File: src/rtl/xml_tag_stream_tokenizer_core_defines.svh
// ----------------------------------------------------------------------------
// xml_tag_stream_tokenizer_core_defines
// assertion macro for the xml tag tokenizer
// ----------------------------------------------------------------------------
`ifndef XML_TAG_STREAM_TOKENIZER_CORE_DEFINES_SVH
`define XML_TAG_STREAM_TOKENIZER_CORE_DEFINES_SVH
// property must hold whenever out of reset
`define XTT_ASSERT(label, prop, msg) \
  label: assert property (@(posedge clk_i) disable iff (!rst_ni) (prop)) else $error(msg);
`endif

File: src/rtl/xtt_pkg.sv
// ----------------------------------------------------------------------------
// xtt_pkg
// types and codes shared by the xml tag tokenizer modules
// ----------------------------------------------------------------------------
package xtt_pkg;
  typedef enum logic [1:0] {MODE_CONTENT = 2'd0, MODE_TAG = 2'd1, MODE_HALT = 2'd2} mode_e;
  typedef enum logic [3:0] {
    G_LEAD = 4'd0, G_SLASH_SP = 4'd1, G_NAME = 4'd2, G_ENAME = 4'd3, G_END_TAIL = 4'd4,
    G_ATTR_SEP = 4'd5, G_ANAME = 4'd6, G_AEQ = 4'd7, G_AVAL_SP = 4'd8, G_AVAL = 4'd9,
    G_SLASH_TAIL = 4'd10, G_IGNORE = 4'd11, G_ERROR = 4'd12
  } gram_e;
  localparam logic [3:0] K_CONTENT = 4'd0;
  localparam logic [3:0] K_ELEM    = 4'd1;
  localparam logic [3:0] K_ATTR    = 4'd2;
  localparam logic [3:0] K_VALUE   = 4'd3;
  localparam logic [3:0] K_START   = 4'd4;
  localparam logic [3:0] K_END     = 4'd5;
  localparam logic [3:0] K_EMPTY   = 4'd6;
  localparam logic [3:0] K_IGNORED = 4'd7;
  localparam logic [3:0] K_ERROR   = 4'd8;
  localparam logic [3:0] K_DOC_OK  = 4'd9;
  // one classified word: up to two events
  typedef struct packed {
    logic       v0;
    logic [3:0] k0;
    logic       v1;
    logic [3:0] k1;
  } evt_t;
endpackage

File: src/rtl/xtt_front.sv
// ----------------------------------------------------------------------------
// xtt_front
// byte scanner: mode, quote and tag grammar tracking, when take_i is high one byte per cycle
// ----------------------------------------------------------------------------
module xtt_front #(
  parameter int MAX_ATTRS   = 256,
  parameter int OFFSET_BITS = 32
) (
  input  logic          clk_i,
  input  logic          rst_ni,
  input  logic          take_i,
  input  logic [7:0]    data_i,
  input  logic          last_i,
  output xtt_pkg::evt_t evt_o,
  output logic          evt_v_o
);
  import xtt_pkg::*;
  localparam int AW = $clog2(MAX_ATTRS + 1);

  mode_e mode_q, mode_d;
  gram_e gs_q, gs_d;
  logic [7:0] oq_q, oq_d, vq_q, vq_d;
  logic [2:0] tl_q, tl_d;
  logic [23:0] head_q, head_d;
  logic [15:0] prev_q, prev_d;
  logic [AW-1:0] ac_q, ac_d;
  logic cs_q, cs_d;
  logic [OFFSET_BITS-1:0] off_q, off_d;

  logic sp, qt, may_close, tb;
  logic [3:0] k, ck;
  logic kv;
  evt_t e;

  always_comb begin
    sp = (data_i == 8'd32) || (data_i >= 8'd9 && data_i <= 8'd13);
    qt = (data_i == 8'h22) || (data_i == 8'h27);
    may_close = 1'b1;
    if (oq_q != 8'd0) may_close = 1'b0;
    else if (tl_q == 3'd0) may_close = 1'b1;
    else if (tl_q >= 3'd3 && head_q == 24'h2D2D21)
      may_close = (tl_q >= 3'd5) && (prev_q == 16'h2D2D);
    else if (head_q[7:0] == 8'h3F) may_close = (prev_q[7:0] == 8'h3F);
    unique case (gs_q)
      G_LEAD, G_IGNORE:       ck = K_IGNORED;
      G_NAME, G_ATTR_SEP:     ck = K_START;
      G_ENAME, G_END_TAIL:    ck = K_END;
      G_SLASH_TAIL:           ck = K_EMPTY;
      default:                ck = K_ERROR;
    endcase
    mode_d = mode_q; gs_d = gs_q; oq_d = oq_q; vq_d = vq_q; tl_d = tl_q;
    head_d = head_q; prev_d = prev_q; ac_d = ac_q; cs_d = cs_q;
    off_d = off_q + OFFSET_BITS'(1);
    kv = 1'b0; k = K_CONTENT; tb = 1'b0;
    e = '0;
    if (mode_q == MODE_CONTENT) begin
      if (data_i == 8'h3C) begin
        mode_d = MODE_TAG; oq_d = '0; tl_d = '0; head_d = '0; prev_d = '0;
        gs_d = G_LEAD; vq_d = '0; ac_d = '0;
      end else begin
        if (!sp) cs_d = 1'b1;
        if (!sp || cs_q) kv = 1'b1;
        k = K_CONTENT;
      end
    end else if (mode_q == MODE_TAG) begin
      if (qt) begin
        if (oq_q == 8'd0) oq_d = data_i;
        else if (oq_q == data_i) oq_d = '0;
        tb = 1'b1;
      end else if (data_i == 8'h3E && may_close) begin
        kv = 1'b1; k = ck;
        if (ck == K_ERROR) mode_d = MODE_HALT;
        else begin
          mode_d = MODE_CONTENT; cs_d = 1'b0; oq_d = '0;
        end
      end else tb = 1'b1;
    end
    if (tb) begin
      if (tl_q == 3'd0) head_d[7:0] = data_i;
      if (tl_q == 3'd1) head_d[15:8] = data_i;
      if (tl_q == 3'd2) head_d[23:16] = data_i;
      prev_d = {prev_q[7:0], data_i};
      if (tl_q != 3'd7) tl_d = tl_q + 3'd1;
      unique case (gs_q)
        G_LEAD, G_SLASH_SP: begin
          if (sp) ;
          else if (data_i == 8'h3F || data_i == 8'h21) gs_d = G_IGNORE;
          else if (data_i == 8'h2F) gs_d = (gs_q == G_LEAD) ? G_SLASH_SP : G_ERROR;
          else if (data_i == 8'h3D) gs_d = G_ERROR;
          else begin
            gs_d = (gs_q == G_LEAD) ? G_NAME : G_ENAME; kv = 1'b1; k = K_ELEM;
          end
        end
        G_NAME: begin
          if (sp) gs_d = G_ATTR_SEP;
          else if (data_i == 8'h2F) gs_d = G_SLASH_TAIL;
          else if (data_i == 8'h3D) gs_d = G_ERROR;
          else begin kv = 1'b1; k = K_ELEM; end
        end
        G_ENAME: begin
          if (sp) gs_d = G_END_TAIL;
          else if (data_i == 8'h2F || data_i == 8'h3D) gs_d = G_ERROR;
          else begin kv = 1'b1; k = K_ELEM; end
        end
        G_END_TAIL, G_SLASH_TAIL: if (!sp) gs_d = G_ERROR;
        G_ATTR_SEP: begin
          if (sp) ;
          else if (data_i == 8'h2F) gs_d = G_SLASH_TAIL;
          else if (ac_q >= AW'(MAX_ATTRS) || data_i == 8'h3D) gs_d = G_ERROR;
          else begin gs_d = G_ANAME; kv = 1'b1; k = K_ATTR; end
        end
        G_ANAME: begin
          if (sp) gs_d = G_AEQ;
          else if (data_i == 8'h3D) gs_d = G_AVAL_SP;
          else if (data_i == 8'h2F) gs_d = G_ERROR;
          else begin kv = 1'b1; k = K_ATTR; end
        end
        G_AEQ: if (!sp) gs_d = (data_i == 8'h3D) ? G_AVAL_SP : G_ERROR;
        G_AVAL_SP: begin
          if (sp) ;
          else if (qt) begin vq_d = data_i; gs_d = G_AVAL; end
          else gs_d = G_ERROR;
        end
        G_AVAL: begin
          if (data_i == vq_q) begin ac_d = ac_q + AW'(1); gs_d = G_ATTR_SEP; end
          else begin kv = 1'b1; k = K_VALUE; end
        end
        G_IGNORE: ;
        default: gs_d = G_ERROR;
      endcase
    end
    if (mode_q == MODE_HALT || mode_q == mode_e'(2'd3)) begin
      kv = 1'b0; off_d = off_q; mode_d = mode_q;
    end
    e.v0 = kv; e.k0 = k;
    if (last_i && mode_d != MODE_HALT && (mode_q == MODE_CONTENT || mode_q == MODE_TAG)) begin
      e.v1 = 1'b1; e.k1 = (mode_d == MODE_CONTENT) ? K_DOC_OK : K_ERROR;
      mode_d = MODE_HALT;
    end
  end

  assign evt_o   = e;
  assign evt_v_o = take_i && (e.v0 || e.v1);

  always_ff @(posedge clk_i or negedge rst_ni) begin
    if (!rst_ni) begin
      mode_q <= MODE_CONTENT; gs_q <= G_LEAD; oq_q <= '0; vq_q <= '0; tl_q <= '0;
      head_q <= '0; prev_q <= '0; ac_q <= '0; cs_q <= 1'b0; off_q <= '0;
    end else if (take_i) begin
      mode_q <= mode_d; gs_q <= gs_d; oq_q <= oq_d; vq_q <= vq_d; tl_q <= tl_d;
      head_q <= head_d; prev_q <= prev_d; ac_q <= ac_d; cs_q <= cs_d; off_q <= off_d;
    end
  end
endmodule

File: src/rtl/xtt_queue.sv
// ----------------------------------------------------------------------------
// xtt_queue
// small fifo of classified words between scanner and emitter
// ----------------------------------------------------------------------------
module xtt_queue (
  input  logic          clk_i,
  input  logic          rst_ni,
  input  logic          push_i,
  input  xtt_pkg::evt_t data_i,
  output logic          space_o,
  input  logic          pop_i,
  output logic          avail_o,
  output xtt_pkg::evt_t data_o
);
  import xtt_pkg::*;
  evt_t mem_q [4];
  logic [1:0] wp_q, rp_q;
  logic [2:0] cnt_q;
  assign space_o = cnt_q != 3'd4;
  assign avail_o = cnt_q != 3'd0;
  assign data_o  = mem_q[rp_q];
  always_ff @(posedge clk_i) if (push_i) mem_q[wp_q] <= data_i;
  always_ff @(posedge clk_i or negedge rst_ni) begin
    if (!rst_ni) begin
      wp_q <= '0; rp_q <= '0; cnt_q <= '0;
    end else begin
      if (push_i) wp_q <= wp_q + 2'd1;
      if (pop_i) rp_q <= rp_q + 2'd1;
      cnt_q <= cnt_q + {2'b0, push_i} - {2'b0, pop_i};
    end
  end
endmodule

File: src/rtl/xtt_back.sv
// ----------------------------------------------------------------------------
// xtt_back
// emitter: sends one or two events per queued word into the output register
// ----------------------------------------------------------------------------
module xtt_back (
  input  logic          clk_i,
  input  logic          rst_ni,
  input  logic          avail_i,
  input  xtt_pkg::evt_t data_i,
  output logic          pop_o,
  output logic          tvalid_o,
  input  logic          tready_i,
  output logic [3:0]    kind_o
);
  import xtt_pkg::*;
  logic half_q, vld_q;
  logic [3:0] kind_q;
  logic load, two, first_sent;
  assign load = avail_i && (!vld_q || tready_i);
  assign two  = data_i.v0 && data_i.v1;
  assign first_sent = !data_i.v0 || half_q;
  assign pop_o = load && (!two || half_q);
  assign tvalid_o = vld_q;
  assign kind_o = kind_q;
  always_ff @(posedge clk_i) if (load) kind_q <= first_sent ? data_i.k1 : data_i.k0;
  always_ff @(posedge clk_i or negedge rst_ni) begin
    if (!rst_ni) begin
      vld_q <= 1'b0; half_q <= 1'b0;
    end else begin
      if (load) vld_q <= 1'b1;
      else if (tready_i) vld_q <= 1'b0;
      if (load) half_q <= two && !half_q;
    end
  end
endmodule

File: src/rtl/xml_tag_stream_tokenizer_core.sv
// ----------------------------------------------------------------------------
// xml_tag_stream_tokenizer_core
// streaming xml tokenizer: labels bytes and reports tag events
// ----------------------------------------------------------------------------
// channel  dir  fields
// s_axis   in   tdata[7:0] data_byte, tlast is_last
// m_axis   out  tdata[3:0] event_kind
// one byte per cycle accepted while the 4-word queue has room
// a byte with two events leaves the queue only after the emitter has sent both
// reset returns to content mode and empties the queue
// output stalls back up through the queue into s_axis_tready
`include "xml_tag_stream_tokenizer_core_defines.svh"
module xml_tag_stream_tokenizer_core #(
  parameter int MAX_ATTRS   = 256,
  parameter int OFFSET_BITS = 32
) (
  input  logic       clk_i,
  input  logic       rst_ni,
  input  logic       s_axis_tvalid,
  output logic       s_axis_tready,
  input  logic [7:0] s_axis_tdata,  // data_byte
  input  logic       s_axis_tlast,
  output logic       m_axis_tvalid,
  input  logic       m_axis_tready,
  output logic [7:0] m_axis_tdata   // event_kind, zero pad
);
  import xtt_pkg::*;
  evt_t fe, qe;
  logic take, push, space, avail, pop;
  logic [3:0] kind;
  assign s_axis_tready = space;
  assign take = s_axis_tvalid && space;
  xtt_front #(.MAX_ATTRS(MAX_ATTRS), .OFFSET_BITS(OFFSET_BITS)) u_front (
    .clk_i, .rst_ni, .take_i(take), .data_i(s_axis_tdata), .last_i(s_axis_tlast),
    .evt_o(fe), .evt_v_o(push));
  xtt_queue u_queue (
    .clk_i, .rst_ni, .push_i(push), .data_i(fe), .space_o(space),
    .pop_i(pop), .avail_o(avail), .data_o(qe));
  xtt_back u_back (
    .clk_i, .rst_ni, .avail_i(avail), .data_i(qe), .pop_o(pop),
    .tvalid_o(m_axis_tvalid), .tready_i(m_axis_tready), .kind_o(kind));
  assign m_axis_tdata = {4'd0, kind};

  `XTT_ASSERT(a_no_push_full, push |-> space, "push into full queue")
  `XTT_ASSERT(a_pop_avail, pop |-> avail, "pop from empty queue")
  `XTT_ASSERT(a_out_hold, m_axis_tvalid && !m_axis_tready |=> $stable(m_axis_tdata), "output changed")
endmodule

File: config.mk
export PLATFORM = sky130hd
export DESIGN_NAME = xml_tag_stream_tokenizer_core
export DESIGN_NICKNAME = d
export VERILOG_FILES = /design/src/rtl/xtt_pkg.sv /design/src/rtl/xtt_front.sv /design/src/rtl/xtt_queue.sv /design/src/rtl/xtt_back.sv /design/src/rtl/xml_tag_stream_tokenizer_core.sv
export VERILOG_INCLUDE_DIRS = /design/src /design/src/rtl
export SDC_FILE = /design/constraint.sdc
export NUM_CORES = 1
export LEC_CHECK = 0
export ABC_AREA = 1
export BUFFER_PORTS_ARGS = -buffer_cell sky130_fd_sc_hd__buf_2
export CAP_MARGIN = 0
export CORE_ASPECT_RATIO = 2
export CORE_MARGIN = 3
export CORE_UTILIZATION = 57
export DETAILED_ROUTE_END_ITERATION = 6
export MAX_ROUTING_LAYER = met4
export PLACE_DENSITY = 0.88
export SYNTH_ARGS = -nofsm -noshare
export SYNTH_HDL_FRONTEND = slang
export SYNTH_HIERARCHICAL = 1
export SYNTH_SLANG_ARGS = --single-unit
File: constraint.sdc
create_clock -name clk_i -period 2.6 [get_ports clk_i]
set_input_delay 0.13 -clock clk_i [delete_from_list [all_inputs] [get_ports clk_i]]
set_output_delay 0.13 -clock clk_i [all_outputs]
set_load 0.01 [all_outputs]
# Yosys cells after proc, flatten, opt, wreduce, memory -nomap -nowiden

Memory sizes are Yosys's and may differ from the RTL's.
Cells that the tools add are included.

Add/subtract/negate cells: 6
Order comparisons: 5
Equal/unequal tests: 42
Muxes and demuxes: 133
Reduce and logical (&&, ||, !) cells: 50

Operators by type and width:

| kind                                                                     | number |
|---|---|
| 4-bit 2-to-1 mux                                                         | 43 |
| 8-bit 2-to-1 mux                                                         | 17 |
| 8-bit by 6-bit equality test with 1-bit output (second input constant)   | 11 |
| 24-bit 2-to-1 mux                                                        | 3 |
| 16-bit 2-to-1 mux                                                        | 3 |
| 9-bit 2-to-1 mux                                                         | 5 |
| 1-bit 2-to-1 mux                                                         | 43 |
| 4-bit case mux with 10 select lines                                      | 1 |
| 24-bit by 22-bit equality test with 1-bit output (second input constant) | 1 |
| 4-bit case mux with 6 select lines                                       | 1 |
| 4-bit equality test (second input constant)                              | 5 |
| 3-bit 2-to-1 mux                                                         | 6 |
| 16-bit by 14-bit equality test with 1-bit output (second input constant) | 1 |
| 4-bit by 3-bit equality test with 1-bit output (second input constant)   | 4 |
| 8-bit equality test                                                      | 2 |
| 2-bit 2-to-1 mux                                                         | 8 |
| 4-bit case mux with 4 select lines                                       | 1 |
| 1-bit logical AND                                                        | 12 |
| 1-bit logical OR                                                         | 12 |
| 2-bit != test (second input constant)                                    | 5 |
| 2-bit nonzero test                                                       | 5 |
| 2-bit OR reduction                                                       | 5 |
| 9-bit by 1-bit adder with 9-bit output (second input constant)           | 1 |
| 9-bit >= comparator (second input constant)                              | 1 |
| 30 further kinds                                                         | 40 |

Register bits after elaboration: 88
RAM bits: 40
Input bits: 13
Output and inout bits: 10
Word-level logic and storage cells: 252
Memories: 1

Memories:

| name          | words | bits a word | rd ports | clocked after Yosys merged registers in | wr ports | line            | text |
|---|---|---|---|---|---|---|---|
| u_queue.mem_q | 4     | 10          | 1        | 0                                       | 1        | xtt_queue.sv:16 | `evt_t mem_q [4];` |

# Depth between registers and ports, before layout

Gate-level depths: netlist (run 1).

Depth in word-level cells: 21
Depth in mapped cells: 20

# Modules after synthesis

Netlist (run 1), hierarchy kept.

By module, submodules not included:

| module                        | instances | cells each | area an instance (um^2) | sequential area each (um^2) |
|---|---|---|---|---|
| xtt_front                     | 1         | 842        | 5421.4                  | 1876.8 |
| xtt_queue                     | 1         | 203        | 2100.8                  | 1376.3 |
| xtt_back                      | 1         | 33         | 284.0                   | 170.2 |
| xml_tag_stream_tokenizer_core | 1         | 7          | 41.3                    | 0.0 |

# Least setup slack after synthesis (run 1)

No wires, ideal clock.

Path kind: register -> register
From: register u_front.tl_q[0]
To: register u_queue.cnt_q[2]
Library setup time: 0.065 ns
Arrival: 2.630 ns
Required time: 2.535 ns
Setup slack: -0.095 ns
Cell stages (with the launch flop): 20
Cells stage by stage: dfrtp_1 > ha_1 > ha_1 > inv_1 > nand3_1 > nand3_1 > inv_1 > nand2_1 > nand2_1 > nand3_2 > nand4_1 > nor2_1 > nor2_1 > nor2_1 > nor2_1 > ha_1 > fa_1 > inv_1 > nand3_1 > nand2_1

Word-level cells in the longest chain between the ends: 21
Elaborated cells on any way between the ends: 47

Ends and longest elaborated chain:

| element                                                                               | line                                | text |
|---|---|---|
| from (decl)                                                                           | xtt_front.sv:23                     | `logic [2:0] tl_q, tl_d;` |
| from (signal assigned)                                                                | xtt_front.sv:150                    | `mode_q <= mode_d; gs_q <= gs_d; oq_q <= oq_d; vq_q <= vq_d; tl_q <= tl_d;` |
| 3-bit >= comparator or 3-bit by 2-bit >= comparator with 1-bit output (tied branches) | xtt_front.sv:42, xtt_front.sv:41    |  |
| 1-bit logical AND, on equally long branches                                           | xtt_front.sv:42, xtt_front.sv:41    |  |
| 1-bit 2-to-1 mux                                                                      | xtt_front.sv:41                     | `else if (tl_q >= 3'd3 && head_q == 24'h2D2D21)` |
| 1-bit 2-to-1 mux (*)                                                                  | xtt_front.sv:40                     | `else if (tl_q == 3'd0) may_close = 1'b1;` |
| 1-bit 2-to-1 mux (*)                                                                  | xtt_front.sv:39                     | `if (oq_q != 8'd0) may_close = 1'b0;` |
| 1-bit logical AND (*)                                                                 | xtt_front.sv:70                     | `end else if (data_i == 8'h3E && may_close) begin` |
| 1-bit 2-to-1 mux                                                                      | xtt_front.sv:70                     |  |
| 1-bit 2-to-1 mux                                                                      | xtt_front.sv:66                     | `if (qt) begin` |
| (+6 left out)                                                                         | n/a                                 |  |
| 1-bit case mux with 6 select lines                                                    | xtt_front.sv:84                     | `unique case (gs_q)` |
| 1-bit 2-to-1 mux                                                                      | xtt_front.sv:78                     | `if (tb) begin` |
| 1-bit 2-to-1 mux                                                                      | xtt_front.sv:132                    | `if (mode_q == MODE_HALT \|\| mode_q == mode_e'(2'd3)) begin` |
| 1-bit logical OR (*)                                                                  | xtt_front.sv:143                    | `assign evt_v_o = take_i && (e.v0 \|\| e.v1);` |
| 1-bit logical AND (*)                                                                 | xtt_front.sv:143                    |  |
| named net push                                                                        | xml_tag_stream_tokenizer_core.sv:29 | `logic take, push, space, avail, pop;` |
| 3-bit by 1-bit adder with 3-bit output (*)                                            | xtt_queue.sv:29                     | `cnt_q <= cnt_q + {2'b0, push_i} - {2'b0, pop_i};` |
| 3-bit by 1-bit subtractor with 3-bit output (*)                                       | xtt_queue.sv:29                     |  |
| to (signal assigned)                                                                  | xtt_queue.sv:29                     |  |
| to (decl)                                                                             | xtt_queue.sv:18                     | `logic [2:0] cnt_q;` |

Mark *: on every way through the listed nets, which the timed path passes. The rest lies on a longest branch.
A chain may end at the register's enable or synchronous reset.

# Final worst setup path (run 1)

From: register u_front.tl_q[2]
To: register u_queue.cnt_q[2]

The elaborated chain is that of the path after synthesis.

==> impl_metrics.toml, run 1 <==
[status]
status = "finished, violations left"
violations = "negative setup slack"

[clock_network]
cts-root-buf = "clkbuf_16"
clkTransAtPathRegs_ns = 0.06
cts_tree = "built"
insertion_delay_ns = 0.42
htreeDepth = 4
tritoncts.num_buffers = 17
clock_path_buffers = 2
clock_sinks = 128

[hold_path]
hp-class = "in -> reg"
min_path_cells = 5

[sta]
worst_slew_pin_slew_ns = 0.642
fmax_mhz = 382
setup_slack_ns = -0.0190
clock-skew-final_ns = 0.00826
drv_slew = 0
finalCritPeriodShare_pct = 101
hold_viol_final = 0
rsz0062_at_grt = "yes"
fin_setup_tns_ns = -0.0190
finalSetupViolCount = 1
period_needed_ns = 2.62
slew-limit-headroom_pct = 57.2

[yosys]
synth.most_common_cell = "nand2_1"
synth.yosys.seq_area_share_pct = 43.6
synth.largest_area_cell = "dfrtp_1"
synth_edf_count = 44
ys_ff_latch = 128
syn_inst = 1085
synth.area.top_cells = "dfrtp_1 27%, nand2_1 17%, edfxtp_1 17%"
netlist.area_leader.share_pct = 26.8
yosysWarnings = 6
ys_types = 46
synthFlopType = "dfrtp_1"
synth_common_cells = "358 x nand2_1, 151 x inv_1, 111 x nand3_1, 91 x nor2_1, 84 x dfrtp_1"
avgSynthCellArea_um2 = 7.23
async_flop_share_pct = 65.6
syn_area_um2 = 7850

[placement]
portBuffers = 18
numPlacedInstances = 1291
gp_congestion = 0.996
dp_hpwl_mm = 15.4

[final_layout]
layout.cells.non_filler = 1327
multi_input_area_um2 = 3670
nets = 1186
drive_gt1_share_pct = 15.8
antenna_cells = 0
seq_area_um2 = 3430
nFillCells = 1040
area_delta_synth_final_pct = 17.6
utilization_pct = 68.7

[critical_path]
critPathKind = "reg -> reg"
path_buf_inv = 2
critPathMaxStageDelay_ns = 0.37
critPathTopFamily = "simple AND/OR/NAND/NOR gates"
r2r_cells = 17
path_cells = "buf_4 > nand2_1 > nor3_1 > nand3_2 > nor2_2 > nand2_1 > nand3_2 > nand4_1 > nor2_2 > nor2_2 > nor2_1 > nor2_2 > ha_2 > fa_2 > inv_2 > nand3_2 > nand2_1"
crit_slowest_cell = "dfrtp_1"
worstSetupPathDepth = 17
cpMostUsedCell = "nor2_2"
start_kind = "flip-flop"
crit_required_ns = 2.95
cp.arrival_ns = 2.97
endpoint_kind = "flip-flop"
cp_max_fo = 4

[die]
rows = 60
die-area_um2 = 15300
ios = 23
fp.coreArea_um2 = 13400
die_y_um = 172
fp.dieW_um = 89.0
start_util_pct = 58.4

[global_routing]
grt_max_degree = 48
grt_pass1_vias = 7421
grt_usage_pct = 31.0
antenna_found_initial = 0
grt_pass1_wl_mm = 35.0
grt_overflow_total = 0

[power_and_ir_drop]
p_per_area_nw_per_um2 = 957
p_leak_nw = 4.64
vdd.ir_drop.worst_v = 0.000615
finalPower_mw = 8.83

[route]
antenna_left = 0
wl_per_cell_um = 16.5
routed_wl_mm = 21.9
drtPass1Iterations = 5
post_drt_via_cell_ratio = 5.64
vias = 7485
drc = 0
drt_iter0_drc = 638

[flow_run]
maxCapViolCount = 0
-- sequential cells by signal, summed over array words and instances, names as in the netlist, 3 cells and up --
signal,count
u_back/kind_o,4
u_front/ac_q,9
u_front/gs_q,4
u_front/head_q,24
u_front/oq_q,8
u_front/prev_q,16
u_front/tl_q,3
u_front/vq_q,8
u_queue/cnt_q,3
u_queue/mem_q,40
-- per-stage QoR --
stage | hold slack, ns | setup slack [ns] | area [µm²]
after CTS | 0.0630 | 0.0173 | 9130
after global placement | 0.194 | -0.0233 | 8460
final | 0.0856 | -0.0190 | 9230
after floorplan | -0.166 | -0.0303 | 7870
after global routing | 0.148 | -0.174 | 9230
after detailed placement | 0.194 | -0.102 | 8460
-- layer usage --
metal	wire length (µm)	vias to the layer above	part of all wire [%]	global-route usage, %
met5	0	-	0	-
met4	1590	0	7.3	20.5
met3	955	117	4.4	4.58
met2	12000	307	55	55.6
met1	7290	3490	33	29.7
li1	-	3571	-	-
-- tightest hold or removal path, stage by stage --
cell     delay [ns]
buf_2          0.07
inv_1          0.06
nand3_1        0.07
o21ai_0        0.07
inv_1          0.06
-- placed cells by master, fill, tap and decap left out, drive strengths merged, types with 14 or more instances in the layout --
cell / instances
o21ai: 50
nor3: 14
nand2: 362
nand4: 16
buf: 93
o22ai: 14
inv: 157
dfrtp: 84
a21oi: 22
clkbuf: 21
nor2: 101
edfxtp: 44
nand3: 113
-- power breakdown --
group          internal [mW]  switching (mW)
registers               2.61           0.349
clock network           1.60           0.899
logic                   1.22            2.16
total                   5.43            3.40
-- path summary, 6_finish.rpt --
| kind | slack [ns] | startpoint | to |
|---|---|---|---|
| min in group asynchronous | 0.29 | rst_ni | u_back/tvalid_o$_DFFE_PN0P_ |
| setup / recovery | -0.02 | u_front/tl_q[2]$_DFFE_PN0P_ | u_queue/cnt_q[2]$_DFF_PN0_ |
| hold / removal | 0.09 | s_axis_tlast | u_front/mode_q[1]$_DFFE_PN0P_ |
| max in group asynchronous | 1.64 | rst_ni | u_front/gs_q[1]$_DFFE_PN0P_ |
| setup reg to reg | -0.02 | u_front/tl_q[2]$_DFFE_PN0P_ | u_queue/cnt_q[2]$_DFF_PN0_ |
| hold reg to reg | 0.48 | u_front/head_q[22]$_DFFE_PN0P_ | u_front/head_q[22]$_DFFE_PN0P_ |
-- cell type report --
cell class / instances / share of cell area, %
Clock inverter: 11 / 1.65
Timing Repair Buffer: 95 / 7.50
Clock buffer: 21 / 5.11
Sequential cell: 128 / 37.1
Multi-Input combinational cell: 756 / 39.8
Inverter: 161 / 6.76
Tap cell: 155 / 2.10
-- logic make-up (layout without fill, tap and decap cells) --
group	after synthesis	after routing	synth area share, %
adders and majority gates	14	14	2.33
AOI/OAI and AO/OA	102	102	7.35
buffers and inverters	205	288	11.0
muxes	1	1	0.128
and+or+nand+nor	612	612	33.1
DFF	128	128	43.6
xor gates and xnor gates	21	21	2.34
other	2	6	0.0957
-- repair_timing --
item	in CTS	in global routing
endpoints found under the setup margin	42	65
resized for setup	7	30
buffers inserted	2	1
pin swaps	10	17
hold endpoints to repair	47	0
hold buffers	2	0
No activity file was read; power rests on OpenSTA's default activity.
==> run 2, diff against run 1 <==
- BUFFER_PORTS_ARGS: -buffer_cell sky130_fd_sc_hd__buf_2 -> not set
- CORE_UTILIZATION: 57 -> 60
- CTS_BUF_LIST: not set -> sky130_fd_sc_hd__clkbuf_8 sky130_fd_sc_hd__clkbuf_16
- DONT_BUFFER_PORTS: not set -> 1
- PLACE_DENSITY: 0.88 -> 0.87
- clock period: 2.6 -> 2.7 ns (I/O delays scaled with it)
==> impl_metrics.toml, run 2 (synthesis results as in run 1) <==
[final_layout]
drive_gt1_share_pct = 12.0
top_regs = "u_queue/mem_q (40), u_front/head_q (24), u_front/prev_q (16)"
layout.cells.non_filler = 1289
nets = 1153
layout_common_cells = "357 x nand2_1, 148 x inv_1, 108 x nand3_1"
antenna_cells = 0
seq_area_um2 = 3420
multi_input_area_um2 = 3620
nFillCells = 974
largest-register = "u_queue/mem_q"
final_common_cell = "nand2_1"
area_delta_synth_final_pct = 14.3
largest_reg_flops = 40

[sta]
period_needed_ns = 2.64
slew-limit-headroom_pct = 46.2
worst_slew_pin_slew_ns = 0.801
hold_viol_final = 0
timing.hold.ws_ns = 0.0306
drv_slew = 0
clock-skew-final_ns = 0.0107
finalSetupViolCount = 0
fin_setup_tns_ns = 0
fmax_mhz = 378
finalCritPeriodShare_pct = 97.9
setup_slack_ns = 0.0558

[power_and_ir_drop]
finalPower_mw = 8.26
p_int_mw = 5.00
swShare_pct = 39.5
p_leak_nw = 4.51
p_comb_share_pct = 38.3
vdd.ir_drop.worst_v = 0.000738
pwr-share-clk_pct = 26.8
power.switching_mw = 3.26
p_per_area_nw_per_um2 = 921
seqPwrFrac_pct = 34.9

[hold_path]
hold_end = "u_front/prev_q[4]$_DFFE_PN0P_"
hp-class = "in -> reg"
min_path_cells = 2
hold_start = "s_axis_tdata[4]"

[route]
antenna_left = 0
vias = 7409
drt_iter0_drc = 580
routed_wl_mm = 21.6
drtPass1Iterations = 7
post_drt_via_cell_ratio = 5.75
drc = 0
wl_per_cell_um = 16.7

[critical_path]
r2r-start = "u_front/tl_q[0]$_DFFE_PN0P_"
cp_max_fo = 10
start_kind = "flip-flop"
critPathKind = "reg -> reg"
r2r_slack_ns = 0.06
worstReg2RegEnd = "u_queue/mem_q[1][7]$_DFFE_PP_"
r2r_cells = 18
cp.arrival_ns = 2.77
endpoint_kind = "flip-flop"
crit_required_ns = 2.83

[die]
fp.coreArea_um2 = 12700
ios = 23
start_util_pct = 61.8
fp.dieW_um = 86.9
die_y_um = 168
die-area_um2 = 14600
rows = 58

[global_routing]
grt_overflow_total = 0
grt_pass1_wl_mm = 34.9
met2_usage_pct = 55.9
gr-usage-met1_pct = 30.0
grt_usage_pct = 32.0
grt_pass1_vias = 7343
busiest_layer = "met2"
use_met3_pct = 5.27
antenna_found_initial = 0
grt_max_degree = 85

[flow_run]
maxCapViolCount = 0

[clock_network]
insertion_delay_ns = 0.42
cts-root-buf = "clkbuf_16"
tritoncts.num_buffers = 17
clock_path_buffers = 2
htreeDepth = 4
clock_sinks = 128
clkTransAtPathRegs_ns = 0.06
cts_tree = "built"

[placement]
post-place-ws_ns = 0.0104
numPlacedInstances = 1245
dp_hpwl_mm = 14.9
gp_congestion = 0.963
portBuffers = 0

[status]
status = "complete, no violations"
## run 2: cell types whose count changed in the layout (fill, tap and decap cells not counted), moves of 3 or more
cell / change
buf_4: -22
buf_2: -17
inv_1: +7
clkinv_4: -5
buf_12: +4
clkinv_2: +3
ha_4: -3
nor2_1: +3
nor2_2: -3
## run 2: layer usage
layer | part of all wire [%] | routed length, µm
met5 | 0 | 0
met4 | 8.2 | 1770
met3 | 5.4 | 1160
met2 | 54 | 11600
met1 | 32 | 6990
## run 2: critical path: stages (launching register included)
cell	delay, ns
dfrtp_1	0.39
buf_4	0.14
buf_4	0.14
ha_1	0.20
inv_1	0.08
nand2_1	0.07
nand3_1	0.08
nor2_1	0.05
nand2_1	0.10
nand3_4	0.10
nand4_1	0.13
nor2_1	0.07
nor2_1	0.18
nor2_2	0.05
nor2_2	0.11
buf_4	0.17
nand2_1	0.06
inv_1	0.10
buf_12	0.15
## run 2: area by class of cell
type | count | share of cell area (%)
multi-input combinational | 756 | 40.4
sequential | 128 | 38.2
inverter | 161 | 6.74
timing repair buffer | 62 | 6.22
clock inverter | 15 | 1.60
tap | 150 | 2.09
clock buffer | 17 | 4.74
## run 2: worst max-delay path by stage
stage | startpoint | endpoint | slack (ns) | cells after the start
floorplan | u_front/tl_q[0]$_DFFE_PN0P_ | u_queue/cnt_q[2]$_DFF_PN0_ | 0.005 | 19
global placement | u_front/tl_q[0]$_DFFE_PN0P_ | u_queue/cnt_q[2]$_DFF_PN0_ | 0.07 | 19
detailed placement | u_front/tl_q[0]$_DFFE_PN0P_ | u_queue/cnt_q[2]$_DFF_PN0_ | 0.01 | 19
CTS | u_front/tl_q[0]$_DFFE_PN0P_ | u_queue/cnt_q[2]$_DFF_PN0_ | 0.02 | 19
global route | u_front/tl_q[0]$_DFFE_PN0P_ | u_queue/mem_q[0][0]$_DFFE_PP_ | -0.11 | 18
finish | u_front/tl_q[0]$_DFFE_PN0P_ | u_queue/mem_q[1][7]$_DFFE_PP_ | 0.06 | 18
## run 2: power groups by stage
stage	sequential, mW	clock, mW	combinational [mW]
floorplan	2.79	0	2.16
global placement	2.88	0	2.85
detailed placement	2.90	0	2.92
CTS	2.87	2.24	3.04
global route	2.93	2.33	3.56
finish	2.88	2.21	3.17
## run 2: what timing repair did
item	CTS	global route
hold endpoints to repair	90	0
endpoints found under the setup margin	1	42
gates resized for setup	3	15
hold buffers	5	0
pin swaps	3	9
buffers inserted	1	6
## run 2: stage by stage
| step | utilization, % | area (µm²) |
|---|---|---|
| 2_1_floorplan | - | 7860 |
| 3_3_place_gp | 64.8 | 8230 |
| 6_report | 70.6 | 8970 |
| 5_1_grt | 70.6 | 8970 |
| 4_1_cts | 70.0 | 8890 |
| 3_5_place_dp | 64.8 | 8230 |
==> run 3, diff against run 2 <==
- clock period: 2.7 -> 3.2 ns (I/O delays scaled with it)
==> impl_metrics.toml, run 3 (synthesis results as in run 1) <==
[status]
status = "complete, no violations"

[die]
die_y_um = 168
start_util_pct = 61.8
fp.coreArea_um2 = 12700
ios = 23
rows = 58
fp.dieW_um = 86.9
die-area_um2 = 14600

[flow_run]
maxCapViolCount = 0

[placement]
gp_congestion = 0.946
portBuffers = 0
post-place-ws_ns = 0.0515
numPlacedInstances = 1213
placed_cell_area_um2 = 7930
dp_hpwl_mm = 15.0

[critical_path]
crit_path_end = "u_queue/cnt_q[2]$_DFF_PN0_"
path_cells = "ha_1 > ha_1 > inv_1 > nand3_1 > nand3_1 > inv_1 > nand2_1 > nand2_1 > nand3_2 > nand4_1 > nor2_2 > nor2_2 > nor2_1 > nor2_1 > ha_1 > fa_1 > inv_1 > nand3_1 > nand2_1"
crit_start = "u_front/tl_q[0]$_DFFE_PN0P_"
critPathMaxStageDelay_ns = 0.42
critPathTopFamily = "simple AND/OR/NAND/NOR gates"
cp.arrival_ns = 3.35
r2r-start = "u_front/tl_q[0]$_DFFE_PN0P_"
endpoint_kind = "flip-flop"
worstReg2RegEnd = "u_queue/cnt_q[2]$_DFF_PN0_"
r2r_cells = 19
critPathKind = "reg -> reg"
start_kind = "flip-flop"
crit_required_ns = 3.57
crit_slowest_cell = "dfrtp_1"
cp_max_fo = 10
r2r_slack_ns = 0.22
worstSetupPathDepth = 19
path_buf_inv = 3

[global_routing]
grt_pass1_vias = 7287
grt_pass1_wl_mm = 33.8
grt_usage_pct = 31.1
grt_overflow_total = 0
grt_max_degree = 85
antenna_found_initial = 0

[sta]
clock-skew-final_ns = 0.0124
timing.hold.ws_ns = 0.0380
drv_slew = 0
slew-limit-headroom_pct = 53.7
finalCritPeriodShare_pct = 93.3
period_needed_ns = 2.98
finalSetupViolCount = 0
setup_slack_ns = 0.215
fmax_mhz = 335
fin_setup_tns_ns = 0
worst_slew_pin_slew_ns = 0.690
hold_viol_final = 0

[route]
drtPass1Iterations = 6
wl_per_cell_um = 16.6
antenna_left = 0
drc = 0
drt_iter0_drc = 479
vias = 7166
post_drt_via_cell_ratio = 5.74
routed_wl_mm = 20.8

[power_and_ir_drop]
finalPower_mw = 6.87
p_leak_nw = 4.28
vdd.ir_drop.worst_v = 0.000599
p_per_area_nw_per_um2 = 795

[final_layout]
largest-register = "u_queue/mem_q"
layout.cells.non_filler = 1249
top_regs = "u_queue/mem_q (40), u_front/head_q (24), u_front/prev_q (16)"
final_common_cell = "nand2_1"
area_delta_synth_final_pct = 10.1
largest_reg_flops = 40
nets = 1113
stdcell_area_um2 = 8640
layout_common_cells = "358 x nand2_1, 146 x inv_1, 111 x nand3_1"
antenna_cells = 0
utilization_pct = 68.0
drive_gt1_share_pct = 8.10

[clock_network]
clock_sinks = 128
insertion_delay_ns = 0.43
cts-root-buf = "clkbuf_16"
cts_tree = "built"
tritoncts.num_buffers = 17
clkTransAtPathRegs_ns = 0.06
htreeDepth = 4
clock_path_buffers = 2
cts_setup_buffers = 0

[hold_path]
hp-class = "in -> reg"
run 3: layout make-up:
class,instances,area [µm²]
clock buffer,19,475
clock inverter,13,160
fill,1030,4060
inverter,161,619
multi-input combinational,756,3580
sequential,128,3420
tap,150,188
timing repair buffer,22,193
run 3: metal layers:
metal | vias to the layer above | part of all wire (%) | track usage (%)
li1 | 3431 | - | -
met1 | 3334 | 32 | 26.8
met2 | 263 | 54 | 54.8
met3 | 138 | 5.2 | 6.70
met4 | 0 | 9.3 | 25.2
met5 | - | 0 | -
run 3: how the worst min path moves through the flow:
stage                     slack [ns]         start  cells after the start                       endpoint
after detailed placement       -0.13        rst_ni                      0    u_front/ac_q[3]$_DFFE_PN0P_
after global placement         -0.13        rst_ni                      0    u_front/ac_q[3]$_DFFE_PN0P_
final                           0.04  s_axis_tlast                      4  u_front/mode_q[1]$_DFFE_PN0P_
after global routing            0.05  s_axis_tlast                      4  u_front/mode_q[1]$_DFFE_PN0P_
after CTS                       0.02  s_axis_tlast                      4  u_front/mode_q[1]$_DFFE_PN0P_
after floorplan                -0.14        rst_ni                      0      u_back/half_q$_DFFE_PN0P_
run 3: report_power, final:
group / leakage [nW] / switching [mW] / internal, mW
registers: 1.45 / 0.337 / 2.12
logic: 2.52 / 1.59 / 0.769
clock network: 0.310 / 0.787 / 1.27
run 3: timing repair:
item | CTS | global route
hold buffers | 4 | 0
cloned | 0 | 0
hold endpoints to repair | 88 | 0
setup endpoints to repair | 32 | 41
gates resized for setup | 1 | 5
run 3: tightest hold or removal path: stages:
cell and delay [ns]:
inv_1 0.05, nand3_1 0.08, o21ai_0 0.08, inv_1 0.06
